--- config.mk ---
export PLATFORM = sky130hd
export DESIGN_NAME = i2c_master_byte_engine
export DESIGN_NICKNAME = d
export VERILOG_FILES = /design/src/i2cm_pkg.sv /design/src/i2c_master_byte_engine.sv /design/src/i2cm_core.sv
export SDC_FILE = /design/constraint.sdc
export NUM_CORES = 1
export LEC_CHECK = 0
export ABC_AREA = 1
export BUFFER_PORTS_ARGS = -buffer_cell sky130_fd_sc_hd__buf_2
export CAP_MARGIN = 20
export CORE_ASPECT_RATIO = 0.8
export CORE_UTILIZATION = 44
export DETAILED_ROUTE_END_ITERATION = 12
export SLEW_MARGIN = 5
export SYNTH_ARGS = -nofsm -noshare
export SYNTH_HDL_FRONTEND = slang
export SYNTH_SLANG_ARGS = --single-unit
--- constraint.sdc ---
create_clock -name clk -period 3.76 [get_ports clk]
set_input_delay 0.752 -clock clk [delete_from_list [all_inputs] [get_ports clk]]
set_output_delay 0.752 -clock clk [all_outputs]
set_load 0.01 [all_outputs]
--- src/i2cm_pkg.sv ---
// ----------------------------------------------------------------------------
// i2cm_pkg
// Shared types and constants for the two-wire master byte engine: tick and
// result beat layouts, command codes, sequencer steps and register indexes.
// ----------------------------------------------------------------------------
package i2cm_pkg;

    localparam int TICK_W     = 8;
    localparam int BYTE_W     = 8;
    localparam int BITCNT_W   = 4;
    localparam int CFG_IDX_W  = 1;

    localparam logic [TICK_W-1:0]   LOW_TICKS_RST  = 8'd5;
    localparam logic [TICK_W-1:0]   HIGH_TICKS_RST = 8'd4;
    localparam logic [BYTE_W-1:0]   BYTE_ONES      = 8'hFF;
    localparam logic [BYTE_W-1:0]   BYTE_ZERO      = 8'h00;
    localparam logic [BITCNT_W-1:0] BITS_PER_BYTE  = 4'd9;

    typedef enum logic [1:0] {
        OP_ADDR  = 2'd0,
        OP_WRITE = 2'd1,
        OP_READ  = 2'd2,
        OP_STOP  = 2'd3
    } op_t;

    typedef enum logic [2:0] {
        STEP_IDLE        = 3'd0,
        STEP_START_WAIT  = 3'd1,
        STEP_START_SETUP = 3'd2,
        STEP_START_HOLD  = 3'd3,
        STEP_BIT_LOW     = 3'd4,
        STEP_BIT_WAIT    = 3'd5,
        STEP_BIT_HIGH    = 3'd6,
        STEP_TAIL        = 3'd7
    } step_t;

    // stop sequence reuses the low step codes
    localparam step_t STEP_STOP_WAIT = STEP_START_WAIT;
    localparam step_t STEP_STOP_HOLD = STEP_START_SETUP;
    localparam step_t STEP_STOP_TAIL = STEP_START_HOLD;

    localparam logic [CFG_IDX_W-1:0] CFG_LOW_TICKS  = 1'b0;
    localparam logic [CFG_IDX_W-1:0] CFG_HIGH_TICKS = 1'b1;

    typedef struct packed {
        logic              cmd_valid;
        logic [1:0]        operation;
        logic [BYTE_W-1:0] tx_byte;
        logic              last;
        logic              scl_in;
        logic              sda_in;
    } in_t;

    typedef struct packed {
        logic              scl_low;
        logic              sda_low;
        logic              busy_res;
        logic              done_res;
        logic              ack_received;
        logic [BYTE_W-1:0] rx_byte;
    } out_t;

    typedef struct packed {
        logic [TICK_W-1:0] low_ticks;
        logic [TICK_W-1:0] high_ticks;
    } timing_t;

endpackage

--- src/i2c_master_byte_engine.sv ---
// ----------------------------------------------------------------------------
// i2c_master_byte_engine
// Two-wire bus master that sends a start and address, writes or reads bytes
// and makes stop conditions, one bus tick per input beat.
//
// Input channel: one beat per bus tick with an optional command (taken only
// when no command is in progress) and the sampled SCL and SDA levels.
// Output channel: one beat per input beat with the line drives, busy, done,
// and on done the ACK flag and received byte.
// Configuration: write low_ticks (index 0) and high_ticks (index 1) while
// idle; a zero count acts as one tick.
// The result beat for a tick is registered in the result buffer and presented
// from its head. Throughput: one tick per cycle while in_stall is low, set by
// the sequencer update feeding a two-entry result buffer.
// Reset: sequencer idle, both lines released, low_ticks 5, high_ticks 4,
// result buffer empty.
// Stall: when the receiver stalls, results collect in the two-entry buffer;
// input stall rises only when both entries are full, and no beat is lost.
// ----------------------------------------------------------------------------
module i2c_master_byte_engine (
    input  logic                               clk,
    input  logic                               rst_n,
    input  logic                               in_valid,
    output logic                               in_stall,
    input  i2cm_pkg::in_t                      in_data,
    output logic                               out_valid,
    input  logic                               out_stall,
    output i2cm_pkg::out_t                     out_data,
    input  logic                               cfg_we,
    input  logic [i2cm_pkg::CFG_IDX_W-1:0]     cfg_index,
    input  logic [i2cm_pkg::TICK_W-1:0]        cfg_data
);

    i2cm_pkg::timing_t timing_reg;
    i2cm_pkg::out_t    result;
    i2cm_pkg::out_t    q0_reg;
    i2cm_pkg::out_t    q1_reg;
    logic [1:0]        count_reg;
    logic              push;
    logic              pop;

    assign in_stall  = (count_reg == 2'd2);
    assign out_valid = (count_reg != 2'd0);
    assign out_data  = q0_reg;
    assign push      = in_valid & ~in_stall;
    assign pop       = out_valid & ~out_stall;

    i2cm_core u_core (
        .clk     (clk),
        .rst_n   (rst_n),
        .tick_en (push),
        .item    (in_data),
        .timing  (timing_reg),
        .result  (result)
    );

    always_ff @(posedge clk or negedge rst_n)
    begin
        if (!rst_n)
        begin
            timing_reg.low_ticks  <= i2cm_pkg::LOW_TICKS_RST;
            timing_reg.high_ticks <= i2cm_pkg::HIGH_TICKS_RST;
        end
        else if (cfg_we)
        begin
            case (cfg_index)
                i2cm_pkg::CFG_LOW_TICKS:  timing_reg.low_ticks  <= cfg_data;
                i2cm_pkg::CFG_HIGH_TICKS: timing_reg.high_ticks <= cfg_data;
                default:                  timing_reg            <= timing_reg;
            endcase
        end
    end

    always_ff @(posedge clk or negedge rst_n)
    begin
        if (!rst_n)
        begin
            count_reg <= 2'd0;
        end
        else
        begin
            count_reg <= count_reg + {1'b0, push} - {1'b0, pop};
        end
    end

    // result buffer: q0 is the head beat
    always_ff @(posedge clk)
    begin
        if (pop)
        begin
            q0_reg <= (push && (count_reg == 2'd1)) ? result : q1_reg;
            if (push && (count_reg == 2'd2))
            begin
                q1_reg <= result;
            end
        end
        else if (push)
        begin
            if (count_reg == 2'd0)
            begin
                q0_reg <= result;
            end
            else
            begin
                q1_reg <= result;
            end
        end
    end

endmodule

--- src/i2cm_core.sv ---
// ----------------------------------------------------------------------------
// i2cm_core
// Bit-level sequencer: one bus tick per enabled cycle, updates the line
// drives, bit and delay counters, and forms the result beat for that tick.
// ----------------------------------------------------------------------------
module i2cm_core (
    input  logic             clk,
    input  logic             rst_n,
    input  logic             tick_en,
    input  i2cm_pkg::in_t    item,
    input  i2cm_pkg::timing_t timing,
    output i2cm_pkg::out_t   result
);

    i2cm_pkg::op_t                      op_reg, op_next;
    i2cm_pkg::step_t                    step_reg, step_next;
    logic [i2cm_pkg::BITCNT_W-1:0]      bit_count_reg, bit_count_next;
    logic [i2cm_pkg::TICK_W-1:0]        wait_count_reg, wait_count_next;
    logic [i2cm_pkg::BYTE_W-1:0]        shift_reg, shift_next;
    logic                               last_reg, last_next;
    logic                               ack_reg, ack_next;
    logic                               scl_reg, scl_next;
    logic                               sda_reg, sda_next;
    logic                               done;
    logic                               delay_over;
    logic [i2cm_pkg::TICK_W-1:0]        low_min;
    logic [i2cm_pkg::TICK_W-1:0]        high_min;
    i2cm_pkg::op_t                      cmd_op;

    function automatic logic bit_sda(
        input logic [i2cm_pkg::BITCNT_W-1:0] cnt,
        input logic [i2cm_pkg::BYTE_W-1:0]   shf,
        input i2cm_pkg::op_t                 op,
        input logic                          lst
    );
        logic drive;
        if (cnt > 4'd1)
        begin
            drive = ~shf[i2cm_pkg::BYTE_W-1];
        end
        else if (op == i2cm_pkg::OP_READ)
        begin
            drive = ~lst;
        end
        else
        begin
            drive = 1'b0;
        end
        return drive;
    endfunction

    assign low_min    = (timing.low_ticks == '0) ? 8'd1 : timing.low_ticks;
    assign high_min   = (timing.high_ticks == '0) ? 8'd1 : timing.high_ticks;
    assign delay_over = (wait_count_reg <= 8'd1);
    assign cmd_op     = i2cm_pkg::op_t'(item.operation);

    always_comb
    begin
        op_next         = op_reg;
        step_next       = step_reg;
        bit_count_next  = bit_count_reg;
        wait_count_next = wait_count_reg;
        shift_next      = shift_reg;
        last_next       = last_reg;
        ack_next        = ack_reg;
        scl_next        = scl_reg;
        sda_next        = sda_reg;
        done            = 1'b0;

        if (step_reg == i2cm_pkg::STEP_IDLE)
        begin
            if (item.cmd_valid)
            begin
                if (cmd_op == i2cm_pkg::OP_STOP)
                begin
                    ack_next   = 1'b0;
                    shift_next = i2cm_pkg::BYTE_ONES;
                    last_next  = 1'b0;
                    sda_next   = 1'b1;
                    scl_next   = 1'b0;
                    op_next    = i2cm_pkg::OP_STOP;
                    step_next  = i2cm_pkg::STEP_STOP_WAIT;
                end
                else
                begin
                    bit_count_next = i2cm_pkg::BITS_PER_BYTE;
                    ack_next       = 1'b0;
                    last_next      = (cmd_op == i2cm_pkg::OP_ADDR) ? 1'b0 : item.last;
                    shift_next     = (cmd_op == i2cm_pkg::OP_READ) ? i2cm_pkg::BYTE_ONES
                                                                   : item.tx_byte;
                    op_next        = cmd_op;
                    if (cmd_op == i2cm_pkg::OP_ADDR)
                    begin
                        scl_next  = 1'b0;
                        sda_next  = 1'b0;
                        step_next = i2cm_pkg::STEP_START_WAIT;
                    end
                    else
                    begin
                        sda_next        = bit_sda(bit_count_next, shift_next, cmd_op,
                                                  last_next);
                        wait_count_next = low_min;
                        step_next       = i2cm_pkg::STEP_BIT_LOW;
                    end
                end
            end
        end
        else if (op_reg == i2cm_pkg::OP_STOP)
        begin
            case (step_reg)
                i2cm_pkg::STEP_STOP_WAIT:
                begin
                    if (item.scl_in)
                    begin
                        wait_count_next = high_min;
                        step_next       = i2cm_pkg::STEP_STOP_HOLD;
                    end
                end
                i2cm_pkg::STEP_STOP_HOLD:
                begin
                    if (delay_over)
                    begin
                        sda_next        = 1'b0;
                        wait_count_next = low_min;
                        step_next       = i2cm_pkg::STEP_STOP_TAIL;
                    end
                    else
                    begin
                        wait_count_next = wait_count_reg - 8'd1;
                    end
                end
                i2cm_pkg::STEP_STOP_TAIL:
                begin
                    if (delay_over)
                    begin
                        done      = 1'b1;
                        op_next   = i2cm_pkg::OP_ADDR;
                        step_next = i2cm_pkg::STEP_IDLE;
                    end
                    else
                    begin
                        wait_count_next = wait_count_reg - 8'd1;
                    end
                end
                default:
                begin
                    op_next   = i2cm_pkg::OP_ADDR;
                    step_next = i2cm_pkg::STEP_IDLE;
                end
            endcase
        end
        else
        begin
            case (step_reg)
                i2cm_pkg::STEP_START_WAIT:
                begin
                    if (item.scl_in)
                    begin
                        wait_count_next = low_min;
                        step_next       = i2cm_pkg::STEP_START_SETUP;
                    end
                end
                i2cm_pkg::STEP_START_SETUP:
                begin
                    if (delay_over)
                    begin
                        sda_next        = 1'b1;
                        wait_count_next = high_min;
                        step_next       = i2cm_pkg::STEP_START_HOLD;
                    end
                    else
                    begin
                        wait_count_next = wait_count_reg - 8'd1;
                    end
                end
                i2cm_pkg::STEP_START_HOLD:
                begin
                    if (delay_over)
                    begin
                        scl_next        = 1'b1;
                        sda_next        = bit_sda(bit_count_reg, shift_reg, op_reg,
                                                  last_reg);
                        wait_count_next = low_min;
                        step_next       = i2cm_pkg::STEP_BIT_LOW;
                    end
                    else
                    begin
                        wait_count_next = wait_count_reg - 8'd1;
                    end
                end
                i2cm_pkg::STEP_BIT_LOW:
                begin
                    if (delay_over)
                    begin
                        scl_next  = 1'b0;
                        step_next = i2cm_pkg::STEP_BIT_WAIT;
                    end
                    else
                    begin
                        wait_count_next = wait_count_reg - 8'd1;
                    end
                end
                i2cm_pkg::STEP_BIT_WAIT:
                begin
                    if (item.scl_in)
                    begin
                        if (bit_count_reg > 4'd1)
                        begin
                            shift_next = {shift_reg[i2cm_pkg::BYTE_W-2:0], item.sda_in};
                        end
                        else
                        begin
                            ack_next = ~item.sda_in;
                        end
                        wait_count_next = high_min;
                        step_next       = i2cm_pkg::STEP_BIT_HIGH;
                    end
                end
                i2cm_pkg::STEP_BIT_HIGH:
                begin
                    if (delay_over)
                    begin
                        scl_next = 1'b1;
                        if (bit_count_reg > 4'd0)
                        begin
                            bit_count_next = bit_count_reg - 4'd1;
                        end
                        if (bit_count_next <= 4'd1)
                        begin
                            wait_count_next = low_min;
                            step_next       = i2cm_pkg::STEP_TAIL;
                        end
                        else
                        begin
                            sda_next        = bit_sda(bit_count_next, shift_reg, op_reg,
                                                      last_reg);
                            wait_count_next = low_min;
                            step_next       = i2cm_pkg::STEP_BIT_LOW;
                        end
                    end
                    else
                    begin
                        wait_count_next = wait_count_reg - 8'd1;
                    end
                end
                i2cm_pkg::STEP_TAIL:
                begin
                    if (delay_over)
                    begin
                        sda_next = 1'b0;
                        if (bit_count_reg == 4'd1)
                        begin
                            sda_next        = bit_sda(bit_count_reg, shift_reg, op_reg,
                                                      last_reg);
                            wait_count_next = low_min;
                            step_next       = i2cm_pkg::STEP_BIT_LOW;
                        end
                        else if (last_reg && (op_reg != i2cm_pkg::OP_ADDR))
                        begin
                            sda_next  = 1'b1;
                            scl_next  = 1'b0;
                            op_next   = i2cm_pkg::OP_STOP;
                            step_next = i2cm_pkg::STEP_STOP_WAIT;
                        end
                        else
                        begin
                            done      = 1'b1;
                            op_next   = i2cm_pkg::OP_ADDR;
                            step_next = i2cm_pkg::STEP_IDLE;
                        end
                    end
                    else
                    begin
                        wait_count_next = wait_count_reg - 8'd1;
                    end
                end
                default:
                begin
                    op_next   = i2cm_pkg::OP_ADDR;
                    step_next = i2cm_pkg::STEP_IDLE;
                end
            endcase
        end

        result.scl_low      = scl_next;
        result.sda_low      = sda_next;
        result.busy_res     = (step_next != i2cm_pkg::STEP_IDLE);
        result.done_res     = done;
        result.ack_received = done & ack_next;
        result.rx_byte      = done ? shift_next : i2cm_pkg::BYTE_ZERO;
    end

    always_ff @(posedge clk or negedge rst_n)
    begin
        if (!rst_n)
        begin
            op_reg         <= i2cm_pkg::OP_ADDR;
            step_reg       <= i2cm_pkg::STEP_IDLE;
            bit_count_reg  <= '0;
            wait_count_reg <= '0;
            shift_reg      <= i2cm_pkg::BYTE_ONES;
            last_reg       <= 1'b0;
            ack_reg        <= 1'b0;
            scl_reg        <= 1'b0;
            sda_reg        <= 1'b0;
        end
        else if (tick_en)
        begin
            op_reg         <= op_next;
            step_reg       <= step_next;
            bit_count_reg  <= bit_count_next;
            wait_count_reg <= wait_count_next;
            shift_reg      <= shift_next;
            last_reg       <= last_next;
            ack_reg        <= ack_next;
            scl_reg        <= scl_next;
            sda_reg        <= sda_next;
        end
    end

endmodule
==> results of run 1 <==
-- per-stage QoR --
stage,utilization [%],hold WS [ns]
CTS,51.81,0.4753
global route,52.06,0.3748
finish,52.06,0.3500
detailed placement,48.79,0.4659
global placement,48.79,0.4647
floorplan,-,0.4530
-- final cells by class --
class                   instances  area, µm²
clock buffers                  12      277.8
clock inverters                 4      53.80
fillers                      1078       5261
inverters                      82      317.8
multi-input cells             530       2601
flip-flops and latches         73       1971
well taps                     144      180.2
repair buffers                 54      312.8
-- cells in the mapped netlist (2+ instances only) --
cell type / count
clkinv_2: 2
buf_6: 5
xor2_1: 4
nor2_2: 5
nand2_2: 7
dfstp_2: 11
nand3_1: 39
a22oi_1: 7
a21oi_1: 41
nor2_1: 87
o21ai_0: 73
o21ai_2: 3
dfrtp_1: 36
ha_1: 12
nand2_4: 4
inv_4: 3
clkbuf_1: 6
buf_4: 2
edfxtp_1: 26
nor4_1: 2
o211ai_1: 9
nand4_1: 8
o21ai_1: 26
nor2_4: 2
inv_2: 7
a31oi_1: 2
o22ai_1: 3
buf_2: 4
nand2_1: 180
clkinv_1: 2
nand3b_1: 2
nand3_2: 2
inv_1: 68
nor3_1: 3
-- logic make-up (layout without fill, tap and decap cells) --
logic type               count (synthesis)  in the layout  share of synthesized area [%]
AO/OA/AOI/OAI                          171            171                          18.67
XOR/XNOR                                 5              5                         0.8761
adder cells (fa/ha/maj)                 12             12                          3.004
buffers and inverters                   99            152                          8.636
flip-flops                              73             73                          39.42
AND/OR/NAND/NOR                        342            342                          29.39
-- routing by layer --
layer / GRT usage [%] / wire, µm / vias to the layer above
met5: 0 / 0 / -
met4: 8.737 / 309 / 0
met3: 6.690 / 1410 / 36
met2: 39.03 / 6085 / 222
met1: 37.57 / 6812 / 2256
li1: - / - / 2424
-- placed cells by master (no fill, tap or decap), types with 2 or more instances in the layout --
cell type / n
nand4_1: 8
nor2_1: 87
clkbuf_16: 10
o21ai_0: 72
ha_1: 12
nand2_2: 7
inv_4: 4
inv_2: 7
nor3_1: 2
clkbuf_8: 2
clkinv_1: 2
o22ai_1: 3
nand3_2: 2
xor2_1: 4
nor4_1: 2
dfrtp_1: 36
a21oi_1: 41
nand2_4: 4
o21ai_1: 27
nand3_1: 39
nor2_4: 2
dfstp_2: 11
a31oi_1: 2
inv_1: 68
clkinv_2: 2
buf_2: 42
nand3b_1: 2
buf_4: 11
nand2_1: 180
o211ai_1: 9
a22oi_1: 7
edfxtp_1: 26
o21ai_2: 3
nor2_2: 5
-- final timing paths --
| kind | from | to | slack (ns) | cells past startpoint |
|---|---|---|---|---|
| min in group clk | u_core.shift_reg[0] | u_core.shift_reg[0] | 0.47 | 2 |
| worst min-delay path | rst_n | u_core.wait_count_reg[7] | 0.35 | 1 |
| worst max register to register | u_core.wait_count_reg[0] | out_data[12] | 0.91 | 11 |
| max in group asynchronous | rst_n | u_core.shift_reg[4] | 2.66 | 3 |
| worst max-delay path | u_core.wait_count_reg[0] | out_data[12] | 0.91 | 11 |
| worst min register to register | u_core.shift_reg[0] | u_core.shift_reg[0] | 0.47 | 2 |
-- power by group --
group / switching, mW / total, mW / internal, mW
registers: 0.220 / 1.43 / 1.21
clock network: 0.359 / 0.953 / 0.595
logic: 1.71 / 2.49 / 0.776
-- worst reg2reg max path: stages, from the launching register on --
cell	delay (ns)
dfrtp_1	0.41
inv_1	0.21
ha_1	0.32
inv_1	0.06
nand2_1	0.06
nand2_1	0.05
nor2_2	0.57
nor2_1	0.22
o31ai_1	0.40
nand2_1	0.16
nand2_1	0.09
nand2_1	0.05
==> summary.txt, run 1 <==
Timing
  – RSZ-0062 raised after global routing: false
  – Final hold violations: 0
  – Worst slew margin: 50.07%
  – Clock skew: 0.006936 ns
  – Worst Tran Pin Value: 0.7411 ns
  – Max Clock Freq: 0.3513 GHz
  – # setup viols final: 0
  – Final worst slack: 0.9131 ns
  – Setup TNS: 0 ns
  – Fin. max-slew vios: 0
  – Final worst path period share: 75.71%
  – Crit path time final: 2.847 ns

Global routing
  – Vias in the first global route: 4859
  – Initial antenna violation count: 0
  – Global-route wire length before repair: 24210 µm
  – Largest net degree at the start of global routing: 43
  – GRT Util Overall: 26.47%
  – Overflow after GRT: 0

Synth
  – Synthesized area: 0.004999 mm²
  – Mapped Cells: 702
  – Seq cells post-synth: 73
  – Avg Inst Size Synth: 7.120 µm²
  – Syn nets: 742
  – Yosys top cell by area: dfrtp_1
  – Netlist cell types: 43
  – Ys async rst share: 64.38%
  – Post-synth top area share: 18.02%
  – Register area share after synthesis: 39.42%
  – Synth warn: 0
  – Synth top area cells: dfrtp_1 (18%), edfxtp_1 (16%), nand2_1 (14%), o21ai_0 (7.3%), nor2_1 (6.5%)
  – Main synth FF type: dfrtp_1
  – Post-synth EDFFs: 26

Die
  – Initial Util: 45.54%
  – Die Y: 97.33 µm
  – Die X: 121.2 µm
  – Row count: 34
  – Io pins: 43
  – Die area: 0.01179 mm²
  – Core ar.: 0.01098 mm²

Routing
  – WL/cell: 16.26 µm
  – Vias: 4938
  – DRT Pass-1 Iters: 6
  – Initial DRC count: 382
  – Drc violations: 0
  – DRT antenna net count: 0
  – DR vias/cell: 5.493
  – Drt total wl: 14620 µm

Worst setup path
  – Peak fanout along the critical path: 16
  – Buf+Inv Stages, Crit Path: 2
  – Top cell by count, worst path: nand2_1
  – Worst Setup End Kind: flop
  – CP Cell Sequence: inv_1 > ha_1 > inv_1 > nand2_1 > nand2_1 > nor2_2 > nor2_1 > o31ai_1 > nand2_1 > nand2_1 > nand2_1
  – Worst Path Required: 3.86 ns
  – Startpoint Class: flop
  – CP max stage delay: 0.57 ns
  – CP delay by family, top: simple AND/OR/NAND/NOR gates
  – Critical path class: flop to flop
  – CP arrival: 2.94 ns
  – Crit path max-delay cell type: nor2_2

Place
  – HPWL Detailed: 10750 µm
  – DP Worst Slack: 1.041 ns
  – Port Buffers: 42
  – Cell Area, Placed: 0.005355 mm²
  – GP Congestion: 0.9223
  – Inst Count DP: 881

Clock network
  – CTS root buffer: clkbuf_16
  – Clock transition at path regs: 0.06 ns
  – Post-CTS Hold Fix Bufs: 0
  – CTS tree: built
  – Clock sink count: 73
  – Max clock buf depth: 2
  – Total CTS buffers: 9
  – Worst-Skew Late Latency: 0.34 ns
  – Post-CTS sizing: 0
  – Post-CTS setup buffers: 0
  – H-Tree Depth: 3

Power and ir drop
  – Peak supply drop: 0.3212 mV
  – Leak: 2.709 nW
  – Final Power: 4.865 mW
  – Power Density: 851.4 mW/mm²

Job
  – Max-Cap Viols: 0

Status
  – Status: completed

Final layout
  – Inserted Diodes: 0
  – Largest register FFs: 16
  – Layout cells sized above 1: 15.76%
  – Area Overhead vs Synth: 14.32%
  – Final instance area: 0.005714 mm²
  – Final Non-Filler Cells: 899
  – Nets@finish: 790

Min path
  – Min-Delay Path Class: input port to asynchronous set/reset pin
Power figures use the tool's default switching activity.
==> run 2: changes to the inputs <==
--- a/config.mk
+++ b/config.mk
@@ -5,7 +5,7 @@
 export SDC_FILE = /design/constraint.sdc
 export NUM_CORES = 1
 export LEC_CHECK = 0
-export ABC_AREA = 1
+export ABC_AREA = 0
 export BUFFER_PORTS_ARGS = -buffer_cell sky130_fd_sc_hd__buf_2
 export CAP_MARGIN = 20
 export CORE_ASPECT_RATIO = 0.8
==> constraint.sdc (replaced) <==
create_clock -name clk -period 2.86 [get_ports clk]
set_input_delay 0.572 -clock clk [delete_from_list [all_inputs] [get_ports clk]]
set_output_delay 0.572 -clock clk [all_outputs]
set_load 0.01 [all_outputs]
==> summary.txt, run 2 <==
Synth
  – Synth top cells by count: nand2_1 (57), nor2_1 (43), a21oi_1 (40)
  – Seq cells post-synth: 73 (unchanged)
  – Most frequent cell after synthesis: nand2_1
  – Synthesized area: 0.005207 mm² (+4.2%)
  – Synth top area cells: dfrtp_1 (17%), edfxtp_1 (15%), mux2_2 (8.0%), dfstp_2 (5.6%), nand2_1 (4.1%)
  – Main synth FF type: dfrtp_1
  – Yosys top cell by area: dfrtp_1
  – Netlist cell types: 85 (+98%)
  – Register area share after synthesis: 37.84% (-1.6 points)
  – Syn nets: 584 (-21%)
  – Post-synth top area share: 17.30% (-0.72 points)
  – Post-synth EDFFs: 26 (unchanged)
  – Synth warn: 0 (unchanged)
  – Avg Inst Size Synth: 9.573 µm² (+34%)
  – Ys async rst share: 64.38% (unchanged)
  – Mapped Cells: 544 (-23%)

Timing
  – Hold WS: 0.2503 ns (-0.09968 ns)
  – Setup TNS: 0 ns (unchanged)
  – # setup viols final: 0 (unchanged)
  – Clock skew: 0.008798 ns (+0.001861 ns)
  – Fin. max-slew vios: 0 (unchanged)
  – Final worst path period share: 96.17% (+20 points)
  – Max Clock Freq: 0.3636 GHz (+3.5%)
  – RSZ-0062 raised after global routing: false
  – Final worst slack: 0.1097 ns (-0.8035 ns)
  – Worst Tran Pin Value: 0.7115 ns (-0.02965 ns)
  – Final hold violations: 0 (unchanged)
  – Crit path time final: 2.750 ns (-0.09653 ns)
  – Worst slew margin: 52.47% (+2.4 points)

Clock network
  – Worst-Skew Late Latency: 0.35 ns (about the same)
  – Post-CTS Hold Fix Bufs: 0 (unchanged)
  – Clock transition at path regs: 0.06 ns (about the same)
  – Clock sink count: 73 (unchanged)
  – CTS root buffer: clkbuf_16
  – Max clock buf depth: 2 (unchanged)
  – Total CTS buffers: 9 (unchanged)
  – H-Tree Depth: 3 (unchanged)
  – CTS tree: built

Worst setup path
  – CP max stage delay: 0.49 ns (-0.08 ns)
  – Worst Setup End Kind: flop
  – Startpoint Class: flop
  – Worst Setup SP: u_core.bit_count_reg[0]
  – CP Cell Sequence: inv_1 > ha_1 > or3b_2 > a211oi_1 > a31o_2 > a211oi_1 > a311oi_1 > a31oi_1
  – Buf+Inv Stages, Crit Path: 1 (-1)
  – CP arrival: 2.83 ns (-0.11 ns)
  – CP delay by family, top: compound AO/OA/AOI/OAI gates
  – Worst R2R Start: u_core.bit_count_reg[0]
  – Crit path max-delay cell type: or3b_2
  – Peak fanout along the critical path: 8 (-8)
  – Critical path class: flop to flop
  – Worst Path Required: 2.94 ns (-0.92 ns)
  – Top cell by count, worst path: a211oi_1

Final layout
  – Most frequent cells in the layout: nand2_1 (57), nor2_1 (43), buf_2 (42)
  – Area Overhead vs Synth: 14.97%
  – Inserted Diodes: 0 (unchanged)
  – Layout cells sized above 1: 29.52% (+14 points)
  – Largest register FFs: 16 (unchanged)
  – Most common cell after layout, fill and taps aside: nand2_1
  – Final instance area: 0.005987 mm² (+4.8%)
  – Nets@finish: 638 (-19%)

Global routing
  – Largest net degree at the start of global routing: 27 (-37%)
  – Vias in the first global route: 4500 (-7.4%)
  – Global-route wire length before repair: 24820 µm (+2.5%)
  – GRT Util Overall: 26.78% (+0.31 points)
  – Overflow after GRT: 0 (unchanged)
  – Initial antenna violation count: 0 (unchanged)

Routing
  – Drc violations: 0 (unchanged)
  – Initial DRC count: 423 (+11%)
  – Drt total wl: 15600 µm (+6.7%)
  – DRT Pass-1 Iters: 5 (-1)
  – DRT antenna net count: 0 (unchanged)
  – WL/cell: 20.77 µm (+28%)
  – Vias: 4737 (-4.1%)
  – DR vias/cell: 6.308 (+15%)

Die
  – Die area: 0.01228 mm² (+4.1%)
  – Core ar.: 0.01152 mm² (+4.9%)
  – Row count: 35 (+2.9%)
  – Die Y: 99.31 µm (+2.0%)
  – Die X: 123.6 µm (+2.0%)
  – Io pins: 43 (unchanged)
  – Initial Util: 45.21% (-0.33 points)

Status
  – Status: completed

Power and ir drop
  – Net Sw Frac: 42.93% (-4.1 points)
  – Power Density: 1027 mW/mm² (+21%)
  – Leak: 2.396 nW (-12%)
  – Int Power: 3.509 mW (+36%)
  – NetSw: 2.640 mW (+15%)
  – Comb pwr share: 48.7% (-2.4 points)
  – Sequential Power Share: 31.7% (+2.4 points)
  – Peak supply drop: 0.4703 mV (+46%)
  – Final Power: 6.148 mW (+26%)
  – Clk network pwr share: 19.6% (about the same)

Place
  – Cell Area, Placed: 0.005670 mm² (+5.9%)
  – HPWL Detailed: 11080 µm (+3.0%)
  – Port Buffers: 42 (unchanged)
  – GP Congestion: 0.9453 (+2.5%)
  – DP Worst Slack: 0.1456 ns (-0.8956 ns)

Min path
  – Min-Delay Path Class: input port to asynchronous set/reset pin

Job
  – Max-Cap Viols: 0 (unchanged)
==> run 2: cell count changes after synthesis, moves of 12 or more <==
cell     before  now
nand2_1     180   57
inv_1        68   14
o21ai_0      73   24
nor2_1       87   43
mux2_2        0   37
nand3_1      39    5
o21ai_1      26    3
mux2i_1       0   12
==> run 2: per-layer routing <==
metal / part of all wire (%) / track usage (%) / wire (µm) / vias to the layer above
li1: - / - / - / 2171
met3: 9.1 / 7.454 / 1427 / 30
met2: 41 / 36.67 / 6442 / 230
met1: 48 / 40.36 / 7428 / 2306
met4: 1.9 / 7.878 / 297 / 0
met5: 0 / 0 / 0 / -
==> run 2: final timing paths <==
| check | slack, ns | cells past startpoint | end |
|---|---|---|---|
| max reg2reg | 0.11 | 8 | out_data[10] |
| max | 0.11 | 8 | out_data[10] |
| min | 0.25 | 1 | timing_reg[9] |
| min in group clk | 0.47 | 2 | timing_reg[1] |
| max in group asynchronous | 1.96 | 2 | u_core.shift_reg[7] |
| min reg2reg | 0.53 | 1 | count_reg[1] |
==> run 2: cells by family (layout without fill, tap and decap cells) <==
group / Yosys count / after routing / share of synthesized area [%]
compound gates: 174 / 174 / 23.96
xor+xnor: 7 / 7 / 1.177
fa+ha+maj: 12 / 12 / 2.883
buf+inv: 58 / 117 / 6.559
flops: 73 / 73 / 37.84
mux: 50 / 50 / 10.60
simple gates: 170 / 170 / 16.99
==> run 2: stage by stage <==
| step | std cells | util (%) |
|---|---|---|
| floorplan | 544 | - |
| global placement | 735 | 49.23 |
| detailed placement | 735 | 49.23 |
| CTS | 751 | 51.96 |
| global route | 751 | 51.98 |
| finish | 751 | 51.98 |
==> run 2: final cells by class <==
cell class | count | area (µm²)
Timing Repair Buffer | 84 | 550.5
Sequential cell | 73 | 1971
Clock inverter | 6 | 63.81
Inverter | 17 | 63.81
Tap cell | 148 | 185.2
Multi-Input combinational cell | 413 | 2903
Clock buffer | 10 | 250.2
Fill cell | 1082 | 5530
==> run 2: power by group through the flow <==
stage | sequential, mW | combinational [mW] | clock (mW)
2_1_floorplan | 1.79 | 2.19 | 0
5_1_grt | 1.99 | 3.25 | 1.27
3_5_place_dp | 1.95 | 2.92 | 0
3_3_place_gp | 1.94 | 2.88 | 0
6_report | 1.95 | 2.99 | 1.21
4_1_cts | 1.93 | 2.94 | 1.23
==> run 2: what timing repair did <==
| item | in CTS | in global routing |
|---|---|---|
| endpoints found under the setup margin | 0 | 5 |
| gates resized for setup | 0 | 1 |
| buffers inserted | 0 | 0 |
